**src/bfhp_pkg.sv**
```systemverilog
package bfhp_pkg;

  // Width of the byte offset counters.
  localparam int OFFSET_BITS = 24;
  localparam int PAYLOAD_BITS = 24;
  localparam logic [OFFSET_BITS-1:0] OFS_MAX = {OFFSET_BITS{1'b1}};

  // Result codes.
  localparam logic [2:0] STATUS_OK_HEADER  = 3'd0;
  localparam logic [2:0] STATUS_OK_NO_HDR  = 3'd1;
  localparam logic [2:0] STATUS_TOO_SHORT  = 3'd2;
  localparam logic [2:0] STATUS_BAD_HEADER = 3'd3;
  localparam logic [2:0] STATUS_BAD_SYNC   = 3'd4;

  localparam logic [7:0] KEY_B = 8'h62;

  typedef struct packed {
    logic [7:0] data_byte;
    logic       last_byte;
  } bfhp_in_t;

  typedef struct packed {
    logic [2:0]              status;
    logic [PAYLOAD_BITS-1:0] payload_start;
  } bfhp_out_t;

  // Bit-file preamble, bytes 0 to 13, ending in key 'a'.
  function automatic logic [7:0] pre_byte(input logic [3:0] idx);
    logic [7:0] val;
    case (idx)
      4'd0:    val = 8'h00;
      4'd1:    val = 8'h09;
      4'd2:    val = 8'h0F;
      4'd3:    val = 8'hF0;
      4'd4:    val = 8'h0F;
      4'd5:    val = 8'hF0;
      4'd6:    val = 8'h0F;
      4'd7:    val = 8'hF0;
      4'd8:    val = 8'h0F;
      4'd9:    val = 8'hF0;
      4'd10:   val = 8'h00;
      4'd11:   val = 8'h00;
      4'd12:   val = 8'h01;
      4'd13:   val = 8'h61;
      default: val = 8'h00;
    endcase
    return val;
  endfunction

  // Sync sequence FF FF FF FF AA 99 55 66.
  function automatic logic [7:0] sync_byte(input logic [2:0] idx);
    logic [7:0] val;
    case (idx)
      3'd4:    val = 8'hAA;
      3'd5:    val = 8'h99;
      3'd6:    val = 8'h55;
      3'd7:    val = 8'h66;
      default: val = 8'hFF;
    endcase
    return val;
  endfunction

endpackage

```
**src/bfhp_parser.sv**
```systemverilog
module bfhp_parser (
  input  logic               clk,
  input  logic               rst,
  input  logic               step,
  input  bfhp_pkg::bfhp_in_t in_item,
  output logic               emit,
  output bfhp_pkg::bfhp_out_t result
);
  import bfhp_pkg::*;

  typedef enum logic [3:0] {
    PH_PRE, PH_NOHDR, PH_AKEY, PH_LENHI, PH_LENLO, PH_SKIP, PH_KEY, PH_SYNC, PH_DONE
  } phase_t;

  phase_t                 phase, phase_next;
  logic [OFFSET_BITS-1:0] byte_count, byte_count_next;
  logic [15:0]            field_remaining, field_remaining_next;
  logic [2:0]             key_index, key_index_next;
  logic                   header_match, header_match_next;
  logic                   sync_match, sync_match_next;
  logic                   verdict_given, verdict_given_next;
  logic [OFFSET_BITS-1:0] sync_position, sync_position_next;

  logic [7:0]             b;
  logic                   pos_lt14, pos_lt8, pos_ge9, pos_ge13, pos_ge15;
  logic [15:0]            fr_dec;
  logic [2:0]             sync_idx;
  logic [2:0]             status;
  logic [PAYLOAD_BITS-1:0] start;

  assign b        = in_item.data_byte;
  assign pos_lt14 = byte_count < OFFSET_BITS'(14);
  assign pos_lt8  = byte_count < OFFSET_BITS'(8);
  assign pos_ge9  = byte_count >= OFFSET_BITS'(9);
  assign pos_ge13 = byte_count >= OFFSET_BITS'(13);
  assign pos_ge15 = byte_count >= OFFSET_BITS'(15);
  assign fr_dec   = (field_remaining != 16'd0) ? field_remaining - 16'd1 : 16'd0;
  assign sync_idx = field_remaining[2:0];

  always_comb begin
    phase_next           = phase;
    field_remaining_next = field_remaining;
    key_index_next       = key_index;
    header_match_next    = header_match;
    sync_match_next      = sync_match;
    verdict_given_next   = verdict_given;
    sync_position_next   = sync_position;
    emit                 = 1'b0;
    status               = STATUS_OK_HEADER;
    start                = '0;

    case (phase)
      PH_PRE: begin
        if (pos_lt14 && (b != pre_byte(byte_count[3:0]))) header_match_next = 1'b0;
        if (pos_lt8 && (b != sync_byte(byte_count[2:0]))) sync_match_next = 1'b0;
        if (pos_ge9) phase_next = header_match_next ? PH_AKEY : PH_NOHDR;
      end
      PH_NOHDR: begin
        if (pos_ge15) begin
          emit   = 1'b1;
          status = sync_match ? STATUS_OK_NO_HDR : STATUS_BAD_SYNC;
        end
      end
      PH_AKEY: begin
        if (pos_lt14 && (b != pre_byte(byte_count[3:0]))) header_match_next = 1'b0;
        if (pos_ge13) begin
          key_index_next = 3'd0;
          phase_next     = PH_LENHI;
        end
      end
      PH_LENHI: begin
        if (!header_match && pos_ge15) begin
          emit   = 1'b1;
          status = STATUS_BAD_HEADER;
        end else if (key_index >= 3'd4) begin
          field_remaining_next = 16'd3;
          phase_next           = PH_SKIP;
        end else begin
          field_remaining_next = {b, 8'h00};
          phase_next           = PH_LENLO;
        end
      end
      PH_LENLO: begin
        if (!header_match && pos_ge15) begin
          emit   = 1'b1;
          status = STATUS_BAD_HEADER;
        end else begin
          field_remaining_next = {field_remaining[15:8], field_remaining[7:0] | b};
          phase_next = (field_remaining_next != 16'd0) ? PH_SKIP : PH_KEY;
        end
      end
      PH_SKIP: begin
        field_remaining_next = fr_dec;
        if (fr_dec == 16'd0) begin
          if (key_index >= 3'd4) begin
            phase_next         = PH_SYNC;
            sync_position_next = (byte_count < OFS_MAX) ? byte_count + 1'b1 : OFS_MAX;
          end else begin
            phase_next = PH_KEY;
          end
        end
      end
      PH_KEY: begin
        if (b != (KEY_B + {5'd0, key_index})) header_match_next = 1'b0;
        key_index_next = key_index + 3'd1;
        phase_next     = PH_LENHI;
      end
      PH_SYNC: begin
        if (b != sync_byte(sync_idx)) begin
          emit   = 1'b1;
          status = STATUS_BAD_SYNC;
        end else if (sync_idx == 3'd7) begin
          emit   = 1'b1;
          status = STATUS_OK_HEADER;
          start  = PAYLOAD_BITS'(sync_position);
        end else begin
          field_remaining_next = {13'd0, sync_idx + 3'd1};
        end
      end
      default: ;
    endcase

    byte_count_next = (byte_count < OFS_MAX) ? byte_count + 1'b1 : OFS_MAX;

    if (emit) begin
      verdict_given_next = 1'b1;
      phase_next         = PH_DONE;
    end else if (in_item.last_byte && !verdict_given) begin
      emit   = 1'b1;
      status = STATUS_TOO_SHORT;
      start  = '0;
    end

    // The final byte of a file returns the parser to its reset state.
    if (in_item.last_byte) begin
      phase_next           = PH_PRE;
      byte_count_next      = '0;
      field_remaining_next = '0;
      key_index_next       = '0;
      header_match_next    = 1'b1;
      sync_match_next      = 1'b1;
      verdict_given_next   = 1'b0;
      sync_position_next   = '0;
    end

    result.status        = status;
    result.payload_start = start;
  end

  always_ff @(posedge clk) begin
    if (rst) begin
      phase           <= PH_PRE;
      byte_count      <= '0;
      field_remaining <= '0;
      key_index       <= '0;
      header_match    <= 1'b1;
      sync_match      <= 1'b1;
      verdict_given   <= 1'b0;
      sync_position   <= '0;
    end else if (step) begin
      phase           <= phase_next;
      byte_count      <= byte_count_next;
      field_remaining <= field_remaining_next;
      key_index       <= key_index_next;
      header_match    <= header_match_next;
      sync_match      <= sync_match_next;
      verdict_given   <= verdict_given_next;
      sync_position   <= sync_position_next;
    end
  end

`ifndef SYNTHESIS
  a_done_iff_verdict: assert property (@(posedge clk) disable iff (rst)
    (phase == PH_DONE) == verdict_given)
    else $error("done phase and verdict flag disagree");

  a_key_bound: assert property (@(posedge clk) disable iff (rst)
    key_index <= 3'd4)
    else $error("key index ran past key e");

  a_ok_header_from_sync: assert property (@(posedge clk) disable iff (rst)
    step && emit && (result.status == STATUS_OK_HEADER) |-> phase == PH_SYNC)
    else $error("header verdict outside the sync phase");

  a_no_verdict_after_done: assert property (@(posedge clk) disable iff (rst)
    step && emit && (phase == PH_DONE) |-> 1'b0)
    else $error("second verdict for one file");
`endif

endmodule

```
**src/bitstream_file_header_parser.sv**
```systemverilog
// A byte transfer is registered in the input register and parsed from there;
// its verdict is registered in the result register once that register has space.
// Throughput: one byte per cycle, limited only by stalls on the result side.
// Reset: synchronous, active high; it empties both registers and returns the
// parser to the preamble phase with its counters at zero.
module bitstream_file_header_parser (
  input  logic                clk,
  input  logic                rst,
  input  logic                byte_valid,
  output logic                byte_stall,
  input  bfhp_pkg::bfhp_in_t  byte_item,
  output logic                result_valid,
  input  logic                result_stall,
  output bfhp_pkg::bfhp_out_t result_item
);
  import bfhp_pkg::*;

  // Input register: holds one byte until the parser can step on it.
  logic      hold_valid;
  bfhp_in_t  hold_item;

  // The parser steps whenever a byte is held and the result register is free or
  // is emptied by a transfer in this same cycle. Every byte waits for that space,
  // whether or not it ends up producing a verdict, which keeps order trivially.
  logic      step;
  logic      emit;
  bfhp_out_t verdict;
  logic      out_free;

  assign out_free   = !result_valid || !result_stall;
  assign step       = hold_valid && out_free;

  // A new byte can enter when the holding register is empty or drains this cycle.
  assign byte_stall = hold_valid && !step;

  always_ff @(posedge clk) begin
    if (rst) begin
      hold_valid <= 1'b0;
    end else if (!byte_stall) begin
      hold_valid <= byte_valid;
    end
  end

  always_ff @(posedge clk) begin
    if (!byte_stall && byte_valid) begin
      hold_item <= byte_item;
    end
  end

  bfhp_parser u_parser (
    .clk     (clk),
    .rst     (rst),
    .step    (step),
    .in_item (hold_item),
    .emit    (emit),
    .result  (verdict)
  );

  // Result register: loads a verdict when the parser emits one and keeps it
  // until the downstream side completes the transfer.
  always_ff @(posedge clk) begin
    if (rst) begin
      result_valid <= 1'b0;
    end else if (out_free) begin
      result_valid <= step && emit;
    end
  end

  always_ff @(posedge clk) begin
    if (step && emit) begin
      result_item <= verdict;
    end
  end

`ifndef SYNTHESIS
  a_held_byte_stays: assert property (@(posedge clk) disable iff (rst)
    hold_valid && !step |=> hold_valid && $stable(hold_item))
    else $error("held byte lost before the parser took it");

  a_step_needs_space: assert property (@(posedge clk) disable iff (rst)
    step |-> !(result_valid && result_stall))
    else $error("parser stepped into a full result register");

  a_status_range: assert property (@(posedge clk) disable iff (rst)
    result_valid |-> result_item.status <= STATUS_BAD_SYNC)
    else $error("undefined status code");
`endif

endmodule

```
**config.mk**
```make
export PLATFORM = sky130hd
export DESIGN_NAME = bitstream_file_header_parser
export DESIGN_NICKNAME = d
export VERILOG_FILES = /design/src/bfhp_pkg.sv /design/src/bfhp_parser.sv /design/src/bitstream_file_header_parser.sv
export SDC_FILE = /design/constraint.sdc
export NUM_CORES = 1
export LEC_CHECK = 0
export ABC_CLOCK_PERIOD_IN_PS = 4800
export BUFFER_PORTS_ARGS = -buffer_cell sky130_fd_sc_hd__buf_2
export CORE_MARGIN = 2
export CORE_UTILIZATION = 55
export DETAILED_ROUTE_END_ITERATION = 7
export GPL_TIMING_DRIVEN = 0
export PLACE_DENSITY = 0.73
export SKIP_CTS_REPAIR_TIMING = 1
export SYNTH_ARGS = -nofsm -noshare
export SYNTH_HDL_FRONTEND = slang
export SYNTH_HIERARCHICAL = 1
export SYNTH_SLANG_ARGS = --single-unit
```
**constraint.sdc**
```tcl
create_clock -name clk -period 4.8 [get_ports clk]
set_input_delay 0.48 -clock clk [delete_from_list [all_inputs] [get_ports clk]]
set_output_delay 0.48 -clock clk [all_outputs]
set_load 0.02 [all_outputs]
```
==> results of run 1 <==
-- cell families (layout without fill, tap and decap cells) --
| logic type | count (synthesis) | after routing | share of synthesized area |
|---|---|---|---|
| AO/OA/AOI/OAI | 165 | 165 | 0.161 |
| XOR/XNOR | 32 | 32 | 0.0425 |
| adder cells (fa/ha/maj) | 20 | 20 | 0.0379 |
| buffers and inverters | 73 | 146 | 0.0440 |
| flip-flops | 117 | 117 | 0.409 |
| multiplexers | 26 | 26 | 0.0394 |
| AND/OR/NAND/NOR | 326 | 326 | 0.266 |
-- critical path: cells and delay by family (launching register included) --
family                   cells  cell delay, ps
buffers and inverters        1             120
adder cells (fa/ha/maj)      2             560
multiplexers                 2             280
AND/OR/NAND/NOR              4            1390
AO/OA/AOI/OAI                2             290
flip-flops                   1             510
-- through the flow --
step / utilization / cells
final: 0.645 / 979
after global routing: 0.645 / 979
after floorplan: - / 759
after detailed placement: 0.590 / 947
after CTS: 0.645 / 979
after global placement: 0.589 / 947
-- cell usage in the layout (no fill, tap or decap), types with 26 or more instances in the layout --
master / n
a21oi_1: 39
nand3_1: 46
and2_1: 29
nor2_1: 65
clkbuf_1: 41
nand2_1: 61
edfxtp_1: 36
buf_2: 48
mux2i_1: 26
dfxtp_1: 81
o21ai_0: 43
-- area by class of cell --
| class | count | share of cell area |
|---|---|---|
| plain buffers | 53 | 0.0282 |
| clock buffers | 18 | 0.0561 |
| clock inverters | 14 | 0.0280 |
| inverters | 20 | 0.00982 |
| multi-input cells | 569 | 0.473 |
| flip-flops and latches | 117 | 0.354 |
| well taps | 147 | 0.0241 |
| repair buffers | 41 | 0.0268 |
-- state kept, by name, summed over array words and instances (netlist names), named ones only --
register / flops
u_parser/key_index: 3
u_parser/header_match: 1
u_parser/field_remaining: 16
u_parser/sync_match: 1
u_parser/verdict_given: 1
u_parser/phase: 4
u_parser/sync_position: 24
hold_item: 9
hold_valid: 1
result_valid: 1
u_parser/byte_count: 24
result_item: 27
-- metal layers --
metal,track usage,vias up,part of all wire,wire [um]
met5,0,-,0,0
met4,0.114,0,0.024,442
met3,0.0654,36,0.11,1960
met2,0.430,332,0.43,7920
met1,0.417,2827,0.44,7980
li1,-,2863,-,-
-- how the worst max path moves through the flow --
stage / endpoint / slack, ps / cells past startpoint
6_report: flop / 1500 / 11
5_1_grt: flop / 1210 / 11
4_1_cts: flop / 1550 / 11
3_5_place_dp: u_parser/sync_position[16] / 1610 / 11
3_3_place_gp: result_item[25] / 470 / 9
2_1_floorplan: result_item[0] / 1510 / 9
-- report_power, final --
group / internal, mW / total (mW) / leakage (nW) / switching, mW
Clock: 0.886 / 1.38 / 0.312 / 0.494
Combinational: 0.0422 / 0.133 / 1.67 / 0.0905
Sequential: 1.03 / 1.04 / 1.03 / 0.0109
==> results.json, run 1 <==
{
  "status": "finished clean",
  "antenna_found_initial": 0,
  "wl_per_cell_um": 18.7,
  "io_buffer_count": 41,
  "synth.avg_cell_area_um2": 8.70,
  "initial_utilization": 0.557,
  "period_share": 0.688,
  "crit_chain": "ha_1 > and4_1 > nand4_1 > nor2_1 > o21a_1 > mux2i_1 > nor2_1 > inv_1 > ha_1 > mux2i_1 > o21ai_0",
  "numClockSinks": 117,
  "numCtsBuffers": 17,
  "power_mw": 2.55,
  "die_h_um": 114,
  "synth_area_um2": 6600,
  "reg2reg_slack_ps": 1500,
  "dieArea_um2": 12900,
  "leakagePower_nw": 3.01,
  "layout_min_cycle_time_ps": 3300,
  "finalSetupTns_ps": 0,
  "slew_headroom": 0.236,
  "synth.most_common_cell": "dfxtp_1",
  "gp_congestion": 0.957,
  "grt_overflow": 0,
  "hpwl_um": 13200,
  "grt_max_degree": 28,
  "layout_setup_ws_ps": 1500,
  "drc": 0,
  "async_flop_share": 0,
  "first_iter_violations": 631,
  "yosysWarnings": 6,
  "worstMarginPinSlew_ps": 1130,
  "hold_start": "byte_item[2]",
  "required_ps": 5080,
  "cp-startpoint": "u_parser/byte_count[1]",
  "rows": 40,
  "pre_cts_ws_ps": 1610,
  "reg2reg_from": "u_parser/byte_count[1]",
  "seq_area_um2": 2700,
  "path_clk_slew_ps": 60,
  "worstSetupPathType": "reg -> reg",
  "antenna_cells": 0,
  "hold_depth": 1,
  "synth_common_cells": "dfxtp_1 (81), nor2_1 (65), nand2_1 (61)",
  "cts_tree": "done",
  "ff2ff_path_depth": 11,
  "synthCells": 759,
  "cp-start-kind": "flop",
  "insertion_delay_ps": 420,
  "synth-edff-count": 36,
  "ctsRootBufferMaster": "clkbuf_16",
  "drive_above_1_share": 0.120,
  "fmax_mhz": 303,
  "end_kind": "flop",
  "maxCapViolations": 0,
  "ys_seq_area_frac": 0.409,
  "postPlaceCellArea_um2": 7000,
  "critical-path-max-stage-delay_ps": 540,
  "arrival_ps": 3590,
  "grt_pass1_vias": 5663,
  "peakVddDrop_uv": 312,
  "yosys-top-cells-area": "dfxtp_1 (25%), edfxtp_1 (16%), mux2i_1 (3.9%)",
  "yosysTopAreaCell": "dfxtp_1",
  "core-area_um2": 11900,
  "ys_ff_latch": 117,
  "synth-main-ff-cell": "dfxtp_1",
  "fill_cells": 1007,
  "final-hold-violation-count": 0,
  "yosysTopAreaCellShare": 0.246,
  "crit_slowest_cell": "nor2_1",
  "num_io_pins": 42,
  "hold_slack_ps": 232,
  "p_per_area_nw_per_um2": 334,
  "drtAntennaViolNets": 0,
  "synth_nets": 792,
  "multi_input_area_um2": 3620,
  "setup-violations-final": 0,
  "stdcell_area_um2": 7640,
  "fp.dieW_um": 114,
  "hold_end": "hold_item[2]",
  "via_per_inst": 6.19,
  "dr.pass1.iters": 5,
  "min_path_type": "in -> reg",
  "dr_total_vias": 6058,
  "wl_um": 18300,
  "rsz0062_at_grt": "false",
  "clock_path_buffers": 2,
  "grt_usage": 0.291,
  "slew_violations": 0,
  "syn_to_final_growth_pct": 15.8,
  "grt_pass1_wl_um": 29100,
  "crit_fanout": 10,
  "layout.nets": 852,
  "yosysUniqueCellTypes": 66,
  "cts-htree-levels": 4,
  "finClkSkew_ps": 11.1
}
Note: power is estimated with default switching activity, not from simulation.
==> run 2, diff against run 1 <==
--- a/config.mk
+++ b/config.mk
@@ -5,7 +5,7 @@
 export SDC_FILE = /design/constraint.sdc
 export NUM_CORES = 1
 export LEC_CHECK = 0
-export ABC_CLOCK_PERIOD_IN_PS = 4800
+export ABC_CLOCK_PERIOD_IN_PS = 3240
 export BUFFER_PORTS_ARGS = -buffer_cell sky130_fd_sc_hd__buf_2
 export CORE_MARGIN = 2
 export CORE_UTILIZATION = 55
==> constraint.sdc (replaced) <==
create_clock -name clk -period 3.24 [get_ports clk]
set_input_delay 0.324 -clock clk [delete_from_list [all_inputs] [get_ports clk]]
set_output_delay 0.324 -clock clk [all_outputs]
set_load 0.02 [all_outputs]
==> run 2 against run 1 <==
Sequential cell count unchanged. Hold slack worse by 150 ps. Non-clock buffer count up 6. Sequential share of layout area up 0.22 points. Via count up 1.1%. Clock-buffer cell count unchanged.
==> results.json, run 2 (synthesized netlist as in run 1, its figures left out) <==
{
  "power_mw": 3.43,
  "dr.pass1.iters": 7,
  "grt_max_degree": 28,
  "hold_depth": 1,
  "hold_end": "hold_item[8]",
  "numClockSinks": 117,
  "regMostFlops": "result_item",
  "dr_total_vias": 6126,
  "fin_util": 0.641,
  "drtAntennaViolNets": 0,
  "reg2reg_from": "u_parser/field_remaining[1]",
  "grt_usage": 0.293,
  "drc": 0,
  "postPlaceCellArea_um2": 6990,
  "cts_tree": "done",
  "layout.nets": 858,
  "stdcell_area_um2": 7600,
  "drive_above_1_share": 0.129,
  "p_per_area_nw_per_um2": 451,
  "reg2reg_slack_ps": 160,
  "rows": 40,
  "final_cell_mix": "dfxtp_1 (80), nor2_1 (64), nand2_1 (61), buf_2 (47), nand3_1 (46)",
  "initial_utilization": 0.557,
  "antenna_found_initial": 0,
  "die_h_um": 114,
  "period_share": 0.949,
  "cp-start-kind": "flop",
  "leakagePower_nw": 2.98,
  "min_path_type": "in -> reg",
  "final-hold-violation-count": 0,
  "setup-violations-final": 0,
  "wl_per_cell_um": 18.7,
  "cts-htree-levels": 4,
  "gp_congestion": 0.934,
  "mostFrequentLayoutCell": "dfxtp_1",
  "top_regs": "result_item x27, u_parser/byte_count x24, u_parser/sync_position x24",
  "path_clk_slew_ps": 60,
  "layout_min_cycle_time_ps": 3080,
  "placed_cells": 947,
  "fill_cells": 1026,
  "io_buffer_count": 41,
  "fmax_mhz": 325,
  "crit_chain": "buf_2 > inv_1 > ha_2 > nor3b_4 > buf_4 > xnor2_1 > o2111ai_1 > or4_4 > a21oi_2 > or4b_1 > o2bb2ai_1",
  "slew_violations": 0,
  "critical-path-max-stage-delay_ps": 500,
  "fp.dieW_um": 114,
  "hold_start": "byte_item[8]",
  "hold_slack_ps": 77.7,
  "r2r-end": "u_parser/phase[1]",
  "end_kind": "flop",
  "slew_headroom": 0.316,
  "clock_path_buffers": 2,
  "grt_pass1_wl_um": 29300,
  "num_io_pins": 42,
  "worstSetupPathType": "reg -> reg",
  "worstMarginPinSlew_ps": 1020,
  "ff2ff_path_depth": 11,
  "core-area_um2": 11900,
  "dieArea_um2": 12900,
  "peakVddDrop_uv": 336,
  "via_per_inst": 6.22,
  "status": "finished clean",
  "crit_fanout": 9,
  "hpwl_um": 13500,
  "required_ps": 3590,
  "wl_um": 18400,
  "crit_slowest_cell": "or4_4",
  "instances_no_fill": 985,
  "largest_reg_flops": 27,
  "maxCapViolations": 0,
  "ctsRootBufferMaster": "clkbuf_16",
  "arrival_ps": 3430,
  "grt_overflow": 0,
  "finClkSkew_ps": 9.56,
  "insertion_delay_ps": 420,
  "first_iter_violations": 653,
  "numCtsBuffers": 17,
  "syn_to_final_growth_pct": 15.1,
  "antenna_cells": 0,
  "grt_pass1_vias": 5450
}
-- run 2: changes by cell type in the layout (fill, tap and decap cells not counted), moves of 2 or more --
cell and change:
buf_4 +6, bufinv_16 -4, clkinv_1 +2, clkinv_2 +2, clkinv_4 -2, clkinvlp_4 +3, inv_6 +2, inv_8 -3
-- run 2: cell type report --
cell class | instances | area, um^2 | share of cell area
Inverter | 20 | 75.1 | 0.00988
Tap cell | 147 | 184 | 0.0242
Sequential cell | 117 | 2700 | 0.356
Clock buffer | 18 | 429 | 0.0565
Multi-Input combinational cell | 569 | 3640 | 0.479
Timing Repair Buffer | 47 | 250 | 0.0329
Buffer | 53 | 218 | 0.0286
Clock inverter | 14 | 100 | 0.0132
-- run 2: through the flow --
| stage | setup TNS (ps) | setup slack (ps) |
|---|---|---|
| finish | 0 | 164 |
| global route | -3.23 | -3.23 |
| CTS | -4100 | -154 |
| detailed placement | -3760 | -141 |
| global placement | -2780 | -105 |
| floorplan | 0 | 456 |
-- run 2: worst max-delay path by stage --
| stage | startpoint | end | slack (ps) | cells after the start |
|---|---|---|---|---|
| final | u_parser/field_remaining[1] | u_parser/phase[1] | 160 | 11 |
| after global routing | u_parser/byte_count[1] | flop | -3 | 11 |
| after CTS | hold_item[4] | result_item[6] | -150 | 8 |
| after detailed placement | hold_item[4] | result_item[0] | -140 | 8 |
| after global placement | hold_item[4] | result_item[0] | -100 | 8 |
| after floorplan | u_parser/field_remaining[1] | u_parser/phase[1] | 460 | 10 |
-- run 2: report_power, final --
part | internal (mW) | total [mW] | switching (mW)
Combinational | 0.0626 | 0.200 | 0.138
Sequential | 1.53 | 1.54 | 0.0157
Clock | 0.979 | 1.68 | 0.705
-- run 2: metal layers --
metal	wire, um	vias to the layer above	global-route usage
met2	7910	258	0.414
met4	278	0	0.0919
met1	8820	2955	0.436
met3	1440	25	0.0776
met5	0	-	0
li1	-	2888	-
-- run 2: worst max-delay path: cells and delay by family, from the launching register on --
family                     cells  cell delay (ps)
AOI/OAI and AO/OA              3              500
buffers and inverters          3              510
and+or+nand+nor                3             1310
xor gates and xnor gates       1              110
DFF                            1              320
adders and majority gates      1              260
==> run 3, diff against run 2 <==
--- a/config.mk
+++ b/config.mk
@@ -5,13 +5,14 @@
 export SDC_FILE = /design/constraint.sdc
 export NUM_CORES = 1
 export LEC_CHECK = 0
+export ABC_AREA = 1
 export ABC_CLOCK_PERIOD_IN_PS = 3240
 export BUFFER_PORTS_ARGS = -buffer_cell sky130_fd_sc_hd__buf_2
 export CORE_MARGIN = 2
 export CORE_UTILIZATION = 55
 export DETAILED_ROUTE_END_ITERATION = 7
 export GPL_TIMING_DRIVEN = 0
-export PLACE_DENSITY = 0.73
+export PLACE_DENSITY = 0.76
 export SKIP_CTS_REPAIR_TIMING = 1
 export SYNTH_ARGS = -nofsm -noshare
 export SYNTH_HDL_FRONTEND = slang
==> run 3 against run 2 <==
Clock power rose by 9%. Largest cell class unchanged. Sequential share of layout area fell by 1.7 points. Global-route usage fell by 0.91 points. Final area rose by 5.1%. Critical path type unchanged. Total power rose by 23%. Critical path depth fell by 2. Clock-buffer cell count did not move. Largest power group unchanged.
==> results.json, run 3 <==
{
  "status": "finished clean",
  "yosysUniqueCellTypes": 45,
  "placed_cells": 1221,
  "arrival_ps": 3110,
  "p_per_area_nw_per_um2": 529,
  "path_clk_slew_ps": 60,
  "gp_congestion": 0.967,
  "worstSetupPathType": "reg -> reg",
  "io_buffer_count": 41,
  "clock_path_buffers": 2,
  "critPathTopFamily": "buffers and inverters",
  "fp.dieW_um": 116,
  "cp-start-kind": "flop",
  "internal_power_mw": 2.92,
  "final-hold-violation-count": 0,
  "crit_slowest_cell": "edfxtp_1",
  "synth_compound_area_frac": 0.130,
  "switching_power_mw": 1.30,
  "mostFrequentLayoutCell": "nand2_1",
  "yosysTopAreaCellShare": 0.234,
  "drtAntennaViolNets": 0,
  "worstMarginPinSlew_ps": 706,
  "critical-path-max-stage-delay_ps": 560,
  "pre_cts_ws_ps": -9.52,
  "synth_nets": 1044,
  "period_share": 0.907,
  "ff2ff_path_depth": 9,
  "regMostFlops": "result_item",
  "drive_above_1_share": 0.108,
  "grt_pass1_vias": 5957,
  "ctsRootBufferMaster": "clkbuf_16",
  "peakVddDrop_uv": 450,
  "wl_per_cell_um": 14.4,
  "r2r-end": "result_item[26]",
  "crit_chain": "inv_1 > clkbuf_1 > buf_1 > clkbuf_2 > o21ai_0 > inv_1 > nor3_4 > buf_12 > buf_16",
  "synth.avg_cell_area_um2": 6.85,
  "synthXorXnorAreaFrac": 0.0164,
  "p_comb_frac": 0.173,
  "highest_layer": "met4",
  "synth-main-ff-cell": "dfxtp_1",
  "leakagePower_nw": 3.57,
  "initial_utilization": 0.569,
  "dr.pass1.iters": 6,
  "fin_util": 0.657,
  "hpwl_um": 13400,
  "cpMostUsedCell": "inv_1",
  "power_frac_seq": 0.393,
  "yosys.area_share.simple": 0.324,
  "final_cell_mix": "nand2_1 (216), nor2_1 (159), inv_1 (143), nand3_1 (87), dfxtp_1 (81)",
  "synth.most_common_cell": "nand2_1",
  "largest_reg_flops": 27,
  "rsz0062_at_grt": "false",
  "numClockSinks": 117,
  "synthCells": 1011,
  "reg2reg_from": "hold_item[0]",
  "wl_met3_um": 1750,
  "die_h_um": 116,
  "drc": 0,
  "grt_max_degree": 24,
  "yosysWarnings": 6,
  "synthMuxAreaShare": 0,
  "insertion_delay_ps": 420,
  "layout_min_cycle_time_ps": 2940,
  "dieArea_um2": 13500,
  "p_clk_frac": 0.434,
  "core-area_um2": 12200,
  "hold_start": "byte_item[6]",
  "via_per_inst": 5.39,
  "min_path_type": "in -> reg",
  "ys_ff_latch": 117,
  "cts_tree": "done",
  "swShare": 0.308,
  "required_ps": 3410,
  "power_mw": 4.22,
  "layout.nets": 1106,
  "grt_usage": 0.284,
  "crit_fanout": 23,
  "end_kind": "flop",
  "synth_top_family_by_area": "simple AND/OR/NAND/NOR gates",
  "slew_headroom": 0.530,
  "grt_overflow": 0,
  "yosys-top-cells-area": "dfxtp_1 (23%), edfxtp_1 (16%), nand2_1 (12%)",
  "num_io_pins": 42,
  "async_flop_share": 0,
  "synth_area_um2": 6920,
  "hold_depth": 1,
  "cp_num_buf_inv": 7,
  "syn_to_final_growth_pct": 15.3,
  "wl_met1_um": 8440,
  "wl_um": 18000,
  "numCtsBuffers": 17,
  "yosysTopAreaCell": "dfxtp_1",
  "cts-htree-levels": 4,
  "synth-edff-count": 36,
  "maxCapViolations": 0,
  "hold_end": "hold_item[6]",
  "first_iter_violations": 860,
  "dr_total_vias": 6756,
  "slew_violations": 0,
  "setup-violations-final": 0,
  "fmax_mhz": 340,
  "layout_setup_ws_ps": 302,
  "synth_common_cells": "nand2_1 (216), nor2_1 (159), inv_1 (143)",
  "antenna_cells": 0,
  "reg2reg_slack_ps": 300,
  "instances_no_fill": 1254,
  "grt_pass1_wl_um": 29600,
  "ys_seq_area_frac": 0.390,
  "finClkSkew_ps": 5.69,
  "antenna_found_initial": 0,
  "route.met2.wl_um": 7630,
  "top_regs": "result_item x27, u_parser/byte_count x24, u_parser/sync_position x24",
  "synthAdderAreaFrac": 0.0361,
  "rows": 40
}
-- run 3: changes by cell type after synthesis, moves of 15 or more --
cell,change
nand3_1,+41
a22oi_1,-18
clkbuf_1,-20
nor2_1,+94
and3_1,-15
o21ai_0,+19
or3_1,-15
mux2i_1,-26
xnor2_1,-18
nand2_1,+155
inv_1,+123
a21oi_1,+15
and2_1,-29
-- run 3: worst max-delay path by stage --
stage | depth (start not counted) | startpoint | slack (ps) | endpoint
6_report | 9 | hold_item[0] | 300 | result_item[26]
4_1_cts | 9 | hold_item[0] | -40 | result_item[26]
5_1_grt | 15 | u_parser/byte_count[1] | 80 | flop
2_1_floorplan | 8 | hold_item[0] | 180 | result_item[0]
3_5_place_dp | 9 | hold_item[0] | -10 | result_item[24]
3_3_place_gp | 8 | hold_item[0] | -1020 | result_item[24]
-- run 3: layer usage --
| layer | up-vias | global-route usage |
|---|---|---|
| li1 | 3416 | - |
| met1 | 2992 | 0.416 |
| met4 | 0 | 0.0778 |
| met3 | 22 | 0.0778 |
| met5 | - | 0 |
| met2 | 326 | 0.413 |
-- run 3: final cells by class --
type / instances / area (um^2)
plain buffers: 31 / 159
clock buffers: 18 / 439
clock inverters: 14 / 143
fillers: 1147 / 4180
inverters: 147 / 554
multi-input cells: 715 / 3520
flip-flops and latches: 117 / 2700
well taps: 168 / 210
repair buffers: 44 / 260
-- run 3: logic make-up after synthesis --
family	count (synthesis)
AND/OR/NAND/NOR	523
buffers and inverters	179
AO/OA/AOI/OAI	159
flip-flops	117
adder cells (fa/ha/maj)	20
XOR/XNOR	13
-- run 3: power by group through the flow --
stage | sequential, mW | clock [mW] | combinational [mW]
2_1_floorplan | 1.69 | 0 | 0.516
4_1_cts | 1.66 | 1.85 | 0.713
6_report | 1.66 | 1.83 | 0.731
3_5_place_dp | 1.69 | 0 | 0.708
5_1_grt | 1.67 | 1.94 | 0.821
3_3_place_gp | 1.69 | 0 | 0.694
-- run 3: through the flow --
step           cell area, um^2  setup TNS (ps)  hold slack (ps)
3_5_place_dp              7380            -194              471
4_1_cts                   7960            -757             68.2
2_1_floorplan             6930               0              393
6_report                  7990               0             76.8
5_1_grt                   7990               0             61.2
3_3_place_gp              7340          -27400              464
